[src/hdl/fcou_pkg.sv]
`default_nettype none
package fcou_pkg;
  localparam int MOUSE_BITS_DEF = 12;
  localparam int ANGLE_BITS_DEF = 16;
  localparam int POS_W = 32;
  localparam int VEC_W = 16;
  localparam int CFG_IDX_W = 2;
  localparam int CFG_DATA_W = 32;
  localparam logic [CFG_IDX_W-1:0] REG_MOVE_SPEED = 2'd0;
  localparam logic [CFG_IDX_W-1:0] REG_LOOK_GAIN = 2'd1;
  localparam logic [CFG_IDX_W-1:0] REG_FREE_FLY = 2'd2;
  localparam logic [CFG_IDX_W-1:0] REG_GROUND = 2'd3;
  localparam logic [0:0] CMD_MOVE = 1'b0;
  localparam logic [0:0] CMD_LOOK = 1'b1;
  localparam logic [2:0] DIR_FWD = 3'd0;
  localparam logic [2:0] DIR_BACK = 3'd1;
  localparam logic [2:0] DIR_LEFT = 3'd2;
  localparam logic [2:0] DIR_RIGHT = 3'd3;
  localparam logic [2:0] DIR_UP = 3'd4;
  localparam logic [2:0] DIR_DOWN = 3'd5;
  localparam logic [14:0] POLY_A = 15'd25736;
  localparam logic [13:0] POLY_B = 14'd10512;
  localparam logic [10:0] POLY_C = 11'd1160;

  typedef enum logic [3:0] {
    ST_IDLE, ST_LOOK, ST_SIN, ST_VEC, ST_VEL, ST_MOVE, ST_DONE
  } state_t;

  // serial multiplier control
  typedef struct packed {
    logic start;
    logic busy;
  } mul_ctl_t;
endpackage
`default_nettype wire

[src/hdl/fcou_if.sv]
`default_nettype none
interface fcou_in_if #(parameter int MOUSE_BITS = 12);
  logic valid;
  logic ready;
  logic [0:0] command;
  logic [2:0] move_dir;
  logic [15:0] delta_time;
  logic [MOUSE_BITS-1:0] mouse_x;
  logic [MOUSE_BITS-1:0] mouse_y;
  modport source(output valid, command, move_dir, delta_time, mouse_x, mouse_y, input ready);
  modport sink(input valid, command, move_dir, delta_time, mouse_x, mouse_y, output ready);
endinterface

interface fcou_out_if;
  logic valid;
  logic ready;
  logic signed [31:0] pos_x;
  logic signed [31:0] pos_y;
  logic signed [31:0] pos_z;
  logic signed [15:0] view_x;
  logic signed [15:0] view_y;
  logic signed [15:0] view_z;
  logic signed [15:0] up_x;
  logic signed [15:0] up_y;
  logic signed [15:0] up_z;
  modport source(output valid, pos_x, pos_y, pos_z, view_x, view_y, view_z,
                 up_x, up_y, up_z, input ready);
  modport sink(input valid, pos_x, pos_y, pos_z, view_x, view_y, view_z,
               up_x, up_y, up_z, output ready);
endinterface
`default_nettype wire

[src/hdl/fcou_mul.sv]
`default_nettype none
// Signed shift-add multiplier, one multiplier bit per cycle.
// Product is a*b; done pulses in the cycle after the last bit.
module fcou_mul #(
  parameter int AW = 32,
  parameter int BW = 16
) (
  input  wire logic clk,
  input  wire logic rst_n,
  input  wire logic start,
  input  wire logic signed [AW-1:0] a,
  input  wire logic signed [BW-1:0] b,
  output logic done,
  output logic signed [AW+BW-1:0] prod
);
  import fcou_pkg::*;
  localparam int CW = $clog2(BW + 1);
  logic signed [AW+BW-1:0] acc_r, acc_nxt, mcand_r, mcand_nxt;
  logic [BW-1:0] mplr_r, mplr_nxt;
  logic [CW-1:0] cnt_r, cnt_nxt;
  logic busy_r, busy_nxt, done_r, done_nxt;

  always_comb begin
    acc_nxt = acc_r;
    mcand_nxt = mcand_r;
    mplr_nxt = mplr_r;
    cnt_nxt = cnt_r;
    busy_nxt = busy_r;
    done_nxt = 1'b0;
    if (start) begin
      acc_nxt = '0;
      mcand_nxt = (AW + BW)'(a);
      mplr_nxt = b;
      cnt_nxt = '0;
      busy_nxt = 1'b1;
    end else if (busy_r) begin
      // top bit of a two's complement multiplier carries negative weight
      if (mplr_r[0]) begin
        if (cnt_r == CW'(BW - 1)) acc_nxt = acc_r - mcand_r;
        else acc_nxt = acc_r + mcand_r;
      end
      mcand_nxt = mcand_r <<< 1;
      mplr_nxt = mplr_r >> 1;
      cnt_nxt = cnt_r + 1'b1;
      if (cnt_r == CW'(BW - 1)) begin
        busy_nxt = 1'b0;
        done_nxt = 1'b1;
      end
    end
  end

  always_ff @(posedge clk) begin
    if (!rst_n) begin
      busy_r <= 1'b0;
      done_r <= 1'b0;
      cnt_r <= '0;
    end else begin
      busy_r <= busy_nxt;
      done_r <= done_nxt;
      cnt_r <= cnt_nxt;
    end
    acc_r <= acc_nxt;
    mcand_r <= mcand_nxt;
    mplr_r <= mplr_nxt;
  end

  assign done = done_r;
  assign prod = acc_r;
endmodule
`default_nettype wire

[src/hdl/fly_camera_orientation_update.sv]
`default_nettype none
// Every product goes through one shared serial multiplier, one bit per cycle; it sets the rate.
// Throughput: one word at a time; the next word is taken once the result word is accepted.
// Reset (rst_n low, synchronous) restores registers, position (5.0, 0.5, 10.0),
// yaw of minus ninety degrees, pitch zero and mouse history (400, 300).
module fly_camera_orientation_update #(
  parameter int MOUSE_BITS = fcou_pkg::MOUSE_BITS_DEF,
  parameter int ANGLE_BITS = fcou_pkg::ANGLE_BITS_DEF
) (
  input  wire logic clk,
  input  wire logic rst_n,
  fcou_in_if.sink in_ch,
  fcou_out_if.source out_ch,
  input  wire logic cfg_we,
  input  wire logic [fcou_pkg::CFG_IDX_W-1:0] cfg_index,
  input  wire logic [fcou_pkg::CFG_DATA_W-1:0] cfg_data
);
  import fcou_pkg::*;

  localparam int AB = ANGLE_BITS;
  localparam int MB = MOUSE_BITS;
  localparam logic [AB-1:0] ANG_MASK = {AB{1'b1}};
  localparam longint PL = (89 * (64'd1 << AB) + 180) / 360;
  localparam logic signed [AB:0] PITCH_LIM = (AB + 1)'(PL);
  localparam logic [AB-1:0] YAW_RST = AB'(3) << (AB - 2);
  localparam logic [MB-1:0] MX_RST = MB'(400);
  localparam logic [MB-1:0] MY_RST = MB'(300);
  localparam int MA = 32;
  localparam int MBW = 16;
  localparam int PW = MA + MBW;

  // configuration
  logic signed [15:0] speed_r;
  logic [11:0] gain_r;
  logic free_r;
  logic signed [31:0] ground_r;

  always_ff @(posedge clk) begin
    if (!rst_n) begin
      speed_r <= 16'sd1280;
      gain_r <= 12'd18;
      free_r <= 1'b0;
      ground_r <= 32'sd32768;
    end else if (cfg_we) begin
      case (cfg_index)
        REG_MOVE_SPEED: speed_r <= cfg_data[15:0];
        REG_LOOK_GAIN: gain_r <= cfg_data[11:0];
        REG_FREE_FLY: free_r <= cfg_data[0];
        REG_GROUND: ground_r <= cfg_data;
        default: ;
      endcase
    end
  end

  // Shared multiplier. Each op is one micro step: load operands, wait done.
  logic mstart;
  logic signed [MA-1:0] ma;
  logic signed [MBW-1:0] mb;
  logic mdone;
  logic signed [PW-1:0] mprod;
  fcou_mul #(.AW(MA), .BW(MBW)) u_mul (
    .clk(clk), .rst_n(rst_n), .start(mstart), .a(ma), .b(mb),
    .done(mdone), .prod(mprod)
  );

  // architectural state
  logic [31:0] pos_r [3];
  logic [AB-1:0] yaw_r;
  logic signed [AB:0] pitch_r;
  logic [MB-1:0] lmx_r, lmy_r;
  logic seen_r;

  // captured word
  logic cmd_r;
  logic [2:0] dir_r;
  logic [15:0] dt_r;
  logic [MB-1:0] mx_r, my_r;

  // sine unit scratch: 4 sines, each 4 multiplies; then vector products
  logic signed [15:0] trig_r [4];   // sy, cy, sp, cp
  logic signed [15:0] view_r [3], up_r [3];
  logic signed [31:0] vel_r;
  logic [15:0] z_r, z2_r, t_r;
  logic [1:0] quad_r;
  logic signed [AB+MB+13:0] dx_r;

  state_t st_r, st_nxt;
  logic [4:0] step_r, step_nxt;   // micro step within a phase
  logic wait_r;                  // multiplier running
  logic out_v_r;

  // 16-bit turn value of angle index
  function automatic logic [15:0] turn16(input logic [AB-1:0] a);
    if (AB >= 16) turn16 = 16'(a >> (AB - 16));
    else turn16 = 16'({a, 16'd0} >> AB);
  endfunction

  logic [15:0] ang_u;
  always_comb begin
    case (step_r[4:3])
      2'd0: ang_u = turn16(yaw_r);
      2'd1: ang_u = turn16(yaw_r) + 16'd16384;
      2'd2: ang_u = turn16(pitch_r[AB-1:0]);
      default: ang_u = turn16(pitch_r[AB-1:0]) + 16'd16384;
    endcase
  end

  // next state
  always_comb begin
    st_nxt = st_r;
    case (st_r)
      ST_IDLE: if (in_ch.valid && !out_v_r) st_nxt = (in_ch.command == CMD_LOOK) ? ST_LOOK : ST_SIN;
      ST_LOOK: if (mdone && step_r[0]) st_nxt = ST_SIN;
      ST_SIN: if (mdone && step_r == 5'd27) st_nxt = ST_VEC;
      ST_VEC: if (mdone && step_r == 5'd3) st_nxt = cmd_r ? ST_DONE : ST_VEL;
      ST_VEL: if (mdone) st_nxt = ST_MOVE;
      ST_MOVE: if (mdone && step_r == 5'd2) st_nxt = ST_DONE;
      ST_DONE: st_nxt = ST_IDLE;
      default: st_nxt = ST_IDLE;
    endcase
  end

  // multiplier operand select
  logic signed [15:0] vsel;
  logic vneg, vnone;
  always_comb begin
    vneg = 1'b0;
    vnone = 1'b0;
    case (dir_r)
      DIR_FWD, DIR_BACK: vsel = view_r[step_r[1:0]];
      DIR_LEFT, DIR_RIGHT:
        case (step_r[1:0])
          2'd0: vsel = -trig_r[0];
          2'd1: vsel = 16'sd0;
          default: vsel = trig_r[1];
        endcase
      DIR_UP, DIR_DOWN: vsel = up_r[step_r[1:0]];
      default: begin
        vsel = 16'sd0;
        vnone = 1'b1;
      end
    endcase
    if (dir_r == DIR_BACK || dir_r == DIR_LEFT || dir_r == DIR_DOWN) vneg = 1'b1;
  end

  always_comb begin
    ma = '0;
    mb = '0;
    case (st_r)
      ST_LOOK: begin
        ma = step_r[0] ? MA'($signed({1'b0, lmy_r}) - $signed({1'b0, my_r}))
                       : MA'($signed({1'b0, mx_r}) - $signed({1'b0, lmx_r}));
        mb = MBW'($signed({1'b0, gain_r}));
      end
      ST_SIN:
        case (step_r[2:0])
          3'd0: begin ma = MA'(z_r); mb = z_r; end
          3'd1: begin ma = MA'(z2_r); mb = MBW'(POLY_C); end
          3'd2: begin ma = MA'(z2_r); mb = t_r; end
          default: begin ma = MA'(z_r); mb = t_r; end
        endcase
      ST_VEC:
        case (step_r[1:0])
          2'd0: begin ma = MA'(trig_r[1]); mb = trig_r[3]; end
          2'd1: begin ma = MA'(trig_r[0]); mb = trig_r[3]; end
          2'd2: begin ma = MA'(trig_r[1]); mb = trig_r[2]; end
          default: begin ma = MA'(trig_r[0]); mb = trig_r[2]; end
        endcase
      ST_VEL: begin ma = MA'(speed_r); mb = dt_r; end
      ST_MOVE: begin ma = vel_r; mb = vsel; end
      default: ;
    endcase
  end

  // vel for ST_VEL: dt unsigned, so multiply extends via 16-bit; handle sign of dt
  logic signed [PW-1:0] vel_full;
  assign vel_full = mprod + (dt_r[15] ? (PW'(speed_r) <<< 16) : '0);

  logic signed [AB+MB+14:0] np;
  logic [15:0] s_val;
  assign np = (AB + MB + 15)'(pitch_r) + (AB + MB + 15)'(mprod);
  assign s_val = 16'(mprod >>> 14);

  assign mstart = (st_r != ST_IDLE) && (st_r != ST_DONE) && !wait_r
                  && !(st_r == ST_SIN && step_r[2:0] == 3'd4);

  always_ff @(posedge clk) begin
    if (!rst_n) begin
      st_r <= ST_IDLE;
      step_r <= '0;
      wait_r <= 1'b0;
      out_v_r <= 1'b0;
      pos_r[0] <= 32'd327680;
      pos_r[1] <= 32'd32768;
      pos_r[2] <= 32'd655360;
      yaw_r <= YAW_RST & ANG_MASK;
      pitch_r <= '0;
      lmx_r <= MX_RST;
      lmy_r <= MY_RST;
      seen_r <= 1'b0;
    end else begin
      st_r <= st_nxt;
      if (out_v_r && out_ch.ready) out_v_r <= 1'b0;
      if (mstart) wait_r <= 1'b1;
      if (mdone) wait_r <= 1'b0;
      case (st_r)
        ST_IDLE: begin
          // a move word opens on the fold cycle of the sine phase
          step_r <= (in_ch.command == CMD_LOOK) ? 5'd0 : 5'd4;
          if (in_ch.valid && !out_v_r) begin
            cmd_r <= in_ch.command;
            dir_r <= in_ch.move_dir;
            dt_r <= in_ch.delta_time;
            mx_r <= in_ch.mouse_x;
            my_r <= in_ch.mouse_y;
            if (in_ch.command == CMD_LOOK && !seen_r) begin
              lmx_r <= in_ch.mouse_x;
              lmy_r <= in_ch.mouse_y;
              seen_r <= 1'b1;
            end
          end
        end
        ST_LOOK: if (mdone) begin
          if (!step_r[0]) begin
            dx_r <= (AB + MB + 14)'(mprod);
            step_r <= 5'd1;
          end else begin
            yaw_r <= (yaw_r + AB'(dx_r)) & ANG_MASK;
            if (np > (AB + MB + 15)'(PITCH_LIM)) pitch_r <= PITCH_LIM;
            else if (np < -(AB + MB + 15)'(PITCH_LIM)) pitch_r <= -PITCH_LIM;
            else pitch_r <= (AB + 1)'(np);
            lmx_r <= mx_r;
            lmy_r <= my_r;
            step_r <= 5'd4;
          end
        end
        ST_SIN: begin
          // step[2:0]=4 is a setup cycle that folds the angle
          if (step_r[2:0] == 3'd4 && !wait_r) begin
            quad_r <= ang_u[15:14];
            z_r <= ang_u[14] ? 16'd16384 - {2'b0, ang_u[13:0]} : {2'b0, ang_u[13:0]};
            step_r <= {step_r[4:3], 3'd0};
          end else if (mdone) begin
            case (step_r[2:0])
              3'd0: z2_r <= 16'(mprod >>> 14);
              3'd1: t_r <= 16'(POLY_B) - 16'(mprod >>> 14);
              3'd2: t_r <= 16'(POLY_A) - 16'(mprod >>> 14);
              default: trig_r[step_r[4:3]] <= quad_r[1] ? -s_val : s_val;
            endcase
            if (step_r == 5'd27) step_r <= 5'd0;
            else if (step_r[2:0] == 3'd3) step_r <= {step_r[4:3] + 2'd1, 3'd4};
            else step_r <= step_r + 5'd1;
          end
        end
        ST_VEC: if (mdone) begin
          case (step_r[1:0])
            2'd0: view_r[0] <= s_val;
            2'd1: view_r[2] <= s_val;
            2'd2: up_r[0] <= -s_val;
            default: up_r[2] <= -s_val;
          endcase
          view_r[1] <= trig_r[2];
          up_r[1] <= trig_r[3];
          step_r <= (step_r[1:0] == 2'd3) ? 5'd0 : step_r + 5'd1;
        end
        ST_VEL: if (mdone) vel_r <= 32'(vel_full >>> 8);
        ST_MOVE: if (mdone) begin
          if (!vnone) begin
            if (vneg) pos_r[step_r[1:0]] <= pos_r[step_r[1:0]] - 32'(mprod >>> 14);
            else pos_r[step_r[1:0]] <= pos_r[step_r[1:0]] + 32'(mprod >>> 14);
          end
          step_r <= step_r + 5'd1;
        end
        ST_DONE: begin
          if (!cmd_r && !free_r) pos_r[1] <= ground_r;
          out_v_r <= 1'b1;
        end
        default: ;
      endcase
    end
  end

  assign in_ch.ready = (st_r == ST_IDLE) && !out_v_r;
  assign out_ch.valid = out_v_r;
  assign out_ch.pos_x = pos_r[0];
  assign out_ch.pos_y = pos_r[1];
  assign out_ch.pos_z = pos_r[2];
  assign out_ch.view_x = view_r[0];
  assign out_ch.view_y = view_r[1];
  assign out_ch.view_z = view_r[2];
  assign out_ch.up_x = up_r[0];
  assign out_ch.up_y = up_r[1];
  assign out_ch.up_z = up_r[2];

  a_pitch: assert property (@(posedge clk) disable iff (!rst_n)
    (pitch_r <= PITCH_LIM) && (pitch_r >= -PITCH_LIM)) else $error("pitch out of range");
  a_noacc: assert property (@(posedge clk) disable iff (!rst_n)
    out_v_r |-> !in_ch.ready) else $error("accept while result pending");
  a_done: assert property (@(posedge clk) disable iff (!rst_n)
    (st_r == ST_DONE) |=> out_v_r) else $error("result lost");
endmodule
`default_nettype wire

[src/flat_wrapper.sv]
// flat-port wrapper written by rule: the top's interface ports become plain ports
module fly_camera_orientation_update_flat import fcou_pkg::*;
#(
  parameter int MOUSE_BITS = fcou_pkg::MOUSE_BITS_DEF,
  parameter int ANGLE_BITS = fcou_pkg::ANGLE_BITS_DEF
)
  (clk, rst_n, cfg_we, cfg_index, cfg_data, in_ch_valid, in_ch_command, in_ch_move_dir, in_ch_delta_time, in_ch_mouse_x, in_ch_mouse_y, in_ch_ready, out_ch_valid, out_ch_pos_x, out_ch_pos_y, out_ch_pos_z, out_ch_view_x, out_ch_view_y, out_ch_view_z, out_ch_up_x, out_ch_up_y, out_ch_up_z, out_ch_ready);
  fcou_in_if #(.MOUSE_BITS(MOUSE_BITS)) in_ch_i ();
  fcou_out_if out_ch_i ();
  input  wire logic clk;
  input  wire logic rst_n;
  input  wire logic cfg_we;
  input  wire logic [fcou_pkg::CFG_IDX_W-1:0] cfg_index;
  input  wire logic [fcou_pkg::CFG_DATA_W-1:0] cfg_data;
  input wire logic [$bits(in_ch_i.valid)-1:0] in_ch_valid;
  input wire logic [$bits(in_ch_i.command)-1:0] in_ch_command;
  input wire logic [$bits(in_ch_i.move_dir)-1:0] in_ch_move_dir;
  input wire logic [$bits(in_ch_i.delta_time)-1:0] in_ch_delta_time;
  input wire logic [$bits(in_ch_i.mouse_x)-1:0] in_ch_mouse_x;
  input wire logic [$bits(in_ch_i.mouse_y)-1:0] in_ch_mouse_y;
  output wire logic [$bits(in_ch_i.ready)-1:0] in_ch_ready;
  output wire logic [$bits(out_ch_i.valid)-1:0] out_ch_valid;
  output wire logic [$bits(out_ch_i.pos_x)-1:0] out_ch_pos_x;
  output wire logic [$bits(out_ch_i.pos_y)-1:0] out_ch_pos_y;
  output wire logic [$bits(out_ch_i.pos_z)-1:0] out_ch_pos_z;
  output wire logic [$bits(out_ch_i.view_x)-1:0] out_ch_view_x;
  output wire logic [$bits(out_ch_i.view_y)-1:0] out_ch_view_y;
  output wire logic [$bits(out_ch_i.view_z)-1:0] out_ch_view_z;
  output wire logic [$bits(out_ch_i.up_x)-1:0] out_ch_up_x;
  output wire logic [$bits(out_ch_i.up_y)-1:0] out_ch_up_y;
  output wire logic [$bits(out_ch_i.up_z)-1:0] out_ch_up_z;
  input wire logic [$bits(out_ch_i.ready)-1:0] out_ch_ready;
  assign in_ch_i.valid = in_ch_valid;
  assign in_ch_i.command = in_ch_command;
  assign in_ch_i.move_dir = in_ch_move_dir;
  assign in_ch_i.delta_time = in_ch_delta_time;
  assign in_ch_i.mouse_x = in_ch_mouse_x;
  assign in_ch_i.mouse_y = in_ch_mouse_y;
  assign in_ch_ready = in_ch_i.ready;
  assign out_ch_valid = out_ch_i.valid;
  assign out_ch_pos_x = out_ch_i.pos_x;
  assign out_ch_pos_y = out_ch_i.pos_y;
  assign out_ch_pos_z = out_ch_i.pos_z;
  assign out_ch_view_x = out_ch_i.view_x;
  assign out_ch_view_y = out_ch_i.view_y;
  assign out_ch_view_z = out_ch_i.view_z;
  assign out_ch_up_x = out_ch_i.up_x;
  assign out_ch_up_y = out_ch_i.up_y;
  assign out_ch_up_z = out_ch_i.up_z;
  assign out_ch_i.ready = out_ch_ready;
  fly_camera_orientation_update #(.MOUSE_BITS(MOUSE_BITS), .ANGLE_BITS(ANGLE_BITS)) u_core (.clk(clk), .rst_n(rst_n), .in_ch(in_ch_i), .out_ch(out_ch_i), .cfg_we(cfg_we), .cfg_index(cfg_index), .cfg_data(cfg_data));
endmodule
[config.mk]
export PLATFORM = sky130hd
export DESIGN_NAME = fly_camera_orientation_update_flat
export DESIGN_NICKNAME = d
export VERILOG_FILES = /design/src/hdl/fcou_pkg.sv /design/src/hdl/fcou_if.sv /design/src/hdl/fcou_mul.sv /design/src/hdl/fly_camera_orientation_update.sv /design/src/flat_wrapper.sv
export SDC_FILE = /design/constraint.sdc
export NUM_CORES = 2
export LEC_CHECK = 0
export BUFFER_PORTS_ARGS = -buffer_cell sky130_fd_sc_hd__buf_2
export CAP_MARGIN = 20
export CORE_UTILIZATION = 35
export CTS_CLUSTER_SIZE = 10
export DETAILED_ROUTE_END_ITERATION = 6
export MAX_ROUTING_LAYER = met4
export PLACE_DENSITY = 0.51
export SYNTH_ARGS = -nofsm -noshare
export SYNTH_HDL_FRONTEND = slang
export SYNTH_HIERARCHICAL = 1
export SYNTH_SLANG_ARGS = --single-unit
[constraint.sdc]
create_clock -name clk -period 5.2 [get_ports clk]
set_input_delay 0.26 -clock clk [delete_from_list [all_inputs] [get_ports clk]]
set_output_delay 0.26 -clock clk [all_outputs]
set_load 0.01 [all_outputs]
==> results.yml <==
run_status:
  run_status: "finished with violations"
  violations: "design-rule violations"
clock_tree:
  clock_sinks: 674
  htree_levels: 3
  tritoncts: "done"
  cts_max_path_buffers: 3
  cts_clock_pin_slew_for_the_worst_setup_and_hold_paths_ns: 0.05
  clock-root-buffer: "sky130_fd_sc_hd__clkbuf_16"
  numCtsBuffers: 83
  clk-insertion-delay-late_ns: 0.67
drt:
  postRouteWirelength_um: 143000
  detail_route.iter0.violations: 3037
  drt-vias-per-instance: 5.55
  routed_length_per_instance_um: 23.8
  dr.pass1.iters: 7
  dr_total_vias: 33360
  antenna_violating_nets_post_route: 0
  drc_errors: 4
worst_hold_path:
  whs_path_depth: 4
  worstHoldPathType: "input pin to flip-flop"
flow_run:
  maxCapViolations: 0
global_route:
  globalRouteMet2Util: 0.400
  use_met1: 0.325
  grt_use_total: 0.247
  grt_max_degree: 119
  gr-total-overflow: 0
  grt_busiest_layer: "met2"
  antenna_found_initial: 9
  grt_first_pass_wirelength_um: 209000
  use_met3: 0.0323
  first_global_vias: 31631
final_layout:
  layout.cells.most_common_list: "493 x sky130_fd_sc_hd__nand2_1, 490 x sky130_fd_sc_hd__edfxtp_1, 304 x sky130_fd_sc_hd__nor2_1"
  syn2layout_area_growth_pct: 18.9
  nNetsFinal: 4730
  final_cells: 6008
  layout.core_utilization: 0.421
  fillers: 11129
  layout.cells.most_common: "sky130_fd_sc_hd__nand2_1"
  layout-drive-gt1-share: 0.167
setup_path:
  timing.critical_path.depth: 21
  path_delay_family: "simple AND/OR/NAND/NOR gates"
  cp.arrival_ns: 5.50
  cp.buffers_inverters: 1
  worst-path-max-fanout: 4
  critical_path_type: "flip-flop to flip-flop"
  worst_path_max_delay_cell: "sky130_fd_sc_hd__or3_4"
  worst_r2r_path_depth: 21
  required_ns: 5.58
  critical_path.endpoint_type: "flip-flop"
  timing.critical_path.cells: "inv_2, ha_4, nand2_2, or3_4, or3_4, or3_4, or3_4, or3_4, nor2_4, a21oi_1, xor2_1, ha_2, or3_1, a211o_1, and2_4, a2111oi_4, o31ai_2, a21oi_2, xnor2_2, nor2_2, nor2_1"
  crit_path_max_incr_delay_ns: 0.45
  cp_common_cell: "sky130_fd_sc_hd__or3_4"
  setup.worst_path.start_class: "flip-flop"
timing:
  setup_violation_total_in_the_final_timing_report: 0
  max_clock_freq_mhz: 196
  timing.slew.headroom: 0.312
  slew_violations: 0
  unrepaired_setup_endpoints_after_global_routing: "yes"
  worst_case_clock_skew_ns: 0.0338
  final_min_period_over_clock_period: 0.984
  hold_viol_final: 0
  period_minus_slack_ns: 5.11
  tightestPinTransition_ns: 1.03
floorplan:
  die_width_um: 340
  fp.coreArea_um2: 113000
  area_of_the_die_um2: 116000
  ios: 277
  initial_utilization: 0.354
  die-height_um: 340
  floorplan.rows: 123
synthesis:
  postSynthNetCount: 4323
  synthesis.area_per_instance_um2: 9.93
  post_synth_inst_count: 4027
  syn-cell-area_um2: 40000
  synth_warnings: 6
pwr:
  max-vdd-ir-drop_mv: 0.307
  power.density_nw_per_um2: 523
  p_leak_uw: 0.0189
placed_design:
  dpl.cell_count: 5765
  final_gp_congestion: 0.949
  hpwl_um: 108000
  port_buffers: 276
-- path summary, 6_finish.rpt --
check / start / slack, ns / endpoint
setup / recovery: u_core/u_mul/prod[14] / 0.09 / u_core/pos_r[0][30]
hold / removal: cfg_index[0] / 0.09 / u_core/speed_r[15]
setup reg to reg: u_core/u_mul/prod[14] / 0.09 / u_core/pos_r[0][30]
hold reg to reg: u_core/trig_r[3][7] / 0.44 / u_core/up_r[1][7]
-- area by class of cell --
cell class,instances,area (um^2),area share
timing repair buffer,518,3480,0.0732
sequential,674,18400,0.387
antenna,5,12.5,0.000263
tap,1500,1880,0.0395
multi-input combinational,2988,20500,0.431
clock inverter,12,143,0.00300
clock buffer,142,2500,0.0527
inverter,169,634,0.0133
-- registers in the layout (all words and copies together) (netlist names), 17 cells and up, named ones only --
register              cells
u_core/up_r              48
u_core/u_mul/mcand_r     46
u_core/u_mul/prod        46
u_core/vel_r             32
u_core/pos_r            128
u_core/trig_r            64
u_core/ground_r          32
u_core/pitch_r           17
u_core/view_r            48
-- power breakdown --
group | switching [uW] | internal (uW) | leakage, uW | total (uW)
registers | 548 | 6890 | 0.00609 | 7440
logic | 7270 | 4470 | 0.0115 | 11700
clock network | 2340 | 3370 | 0.00128 | 5710
-- layer usage --
metal  part of all wire  vias up
met1               0.44    16416
met4              0.026        0
met2               0.48     1110
met3              0.059      171
li1                   -    15663
met5                  0        -
-- worst register-to-register path, delay by kind of cell, from the launching register on --
kind / cells / cell delay, ns
fa+ha+maj: 2 / 0.33
flops: 1 / 0.32
xor+xnor: 2 / 0.30
compound gates: 5 / 1.07
buf+inv: 1 / 0.07
simple gates: 11 / 2.73
-- stage by stage --
stage	TNS (ns)	power (uW)	cell area [um^2]	setup WS, ns	hold slack, ns
floorplan	0	14900	40000	0.0256	0.359
detailed placement	-0.253	18800	43900	-0.0873	0.430
CTS	0	24600	47300	0.000139	0.138
global placement	-0.193	18700	43800	-0.0774	0.431
global route	-1.02	26300	47500	-0.110	0.0900
finish	0	24900	47500	0.0852	0.0896
-- timing repair --
item / CTS / global route
endpoints found under the hold margin: 132 / 0
pin swaps: 0 / 23
gates resized for setup: 2 / 36
buffers inserted: 0 / 6
setup endpoints to repair: 8 / 41
hold buffers: 77 / 0
gates cloned: 0 / 0
Note: power is estimated with default switching activity, not from simulation.
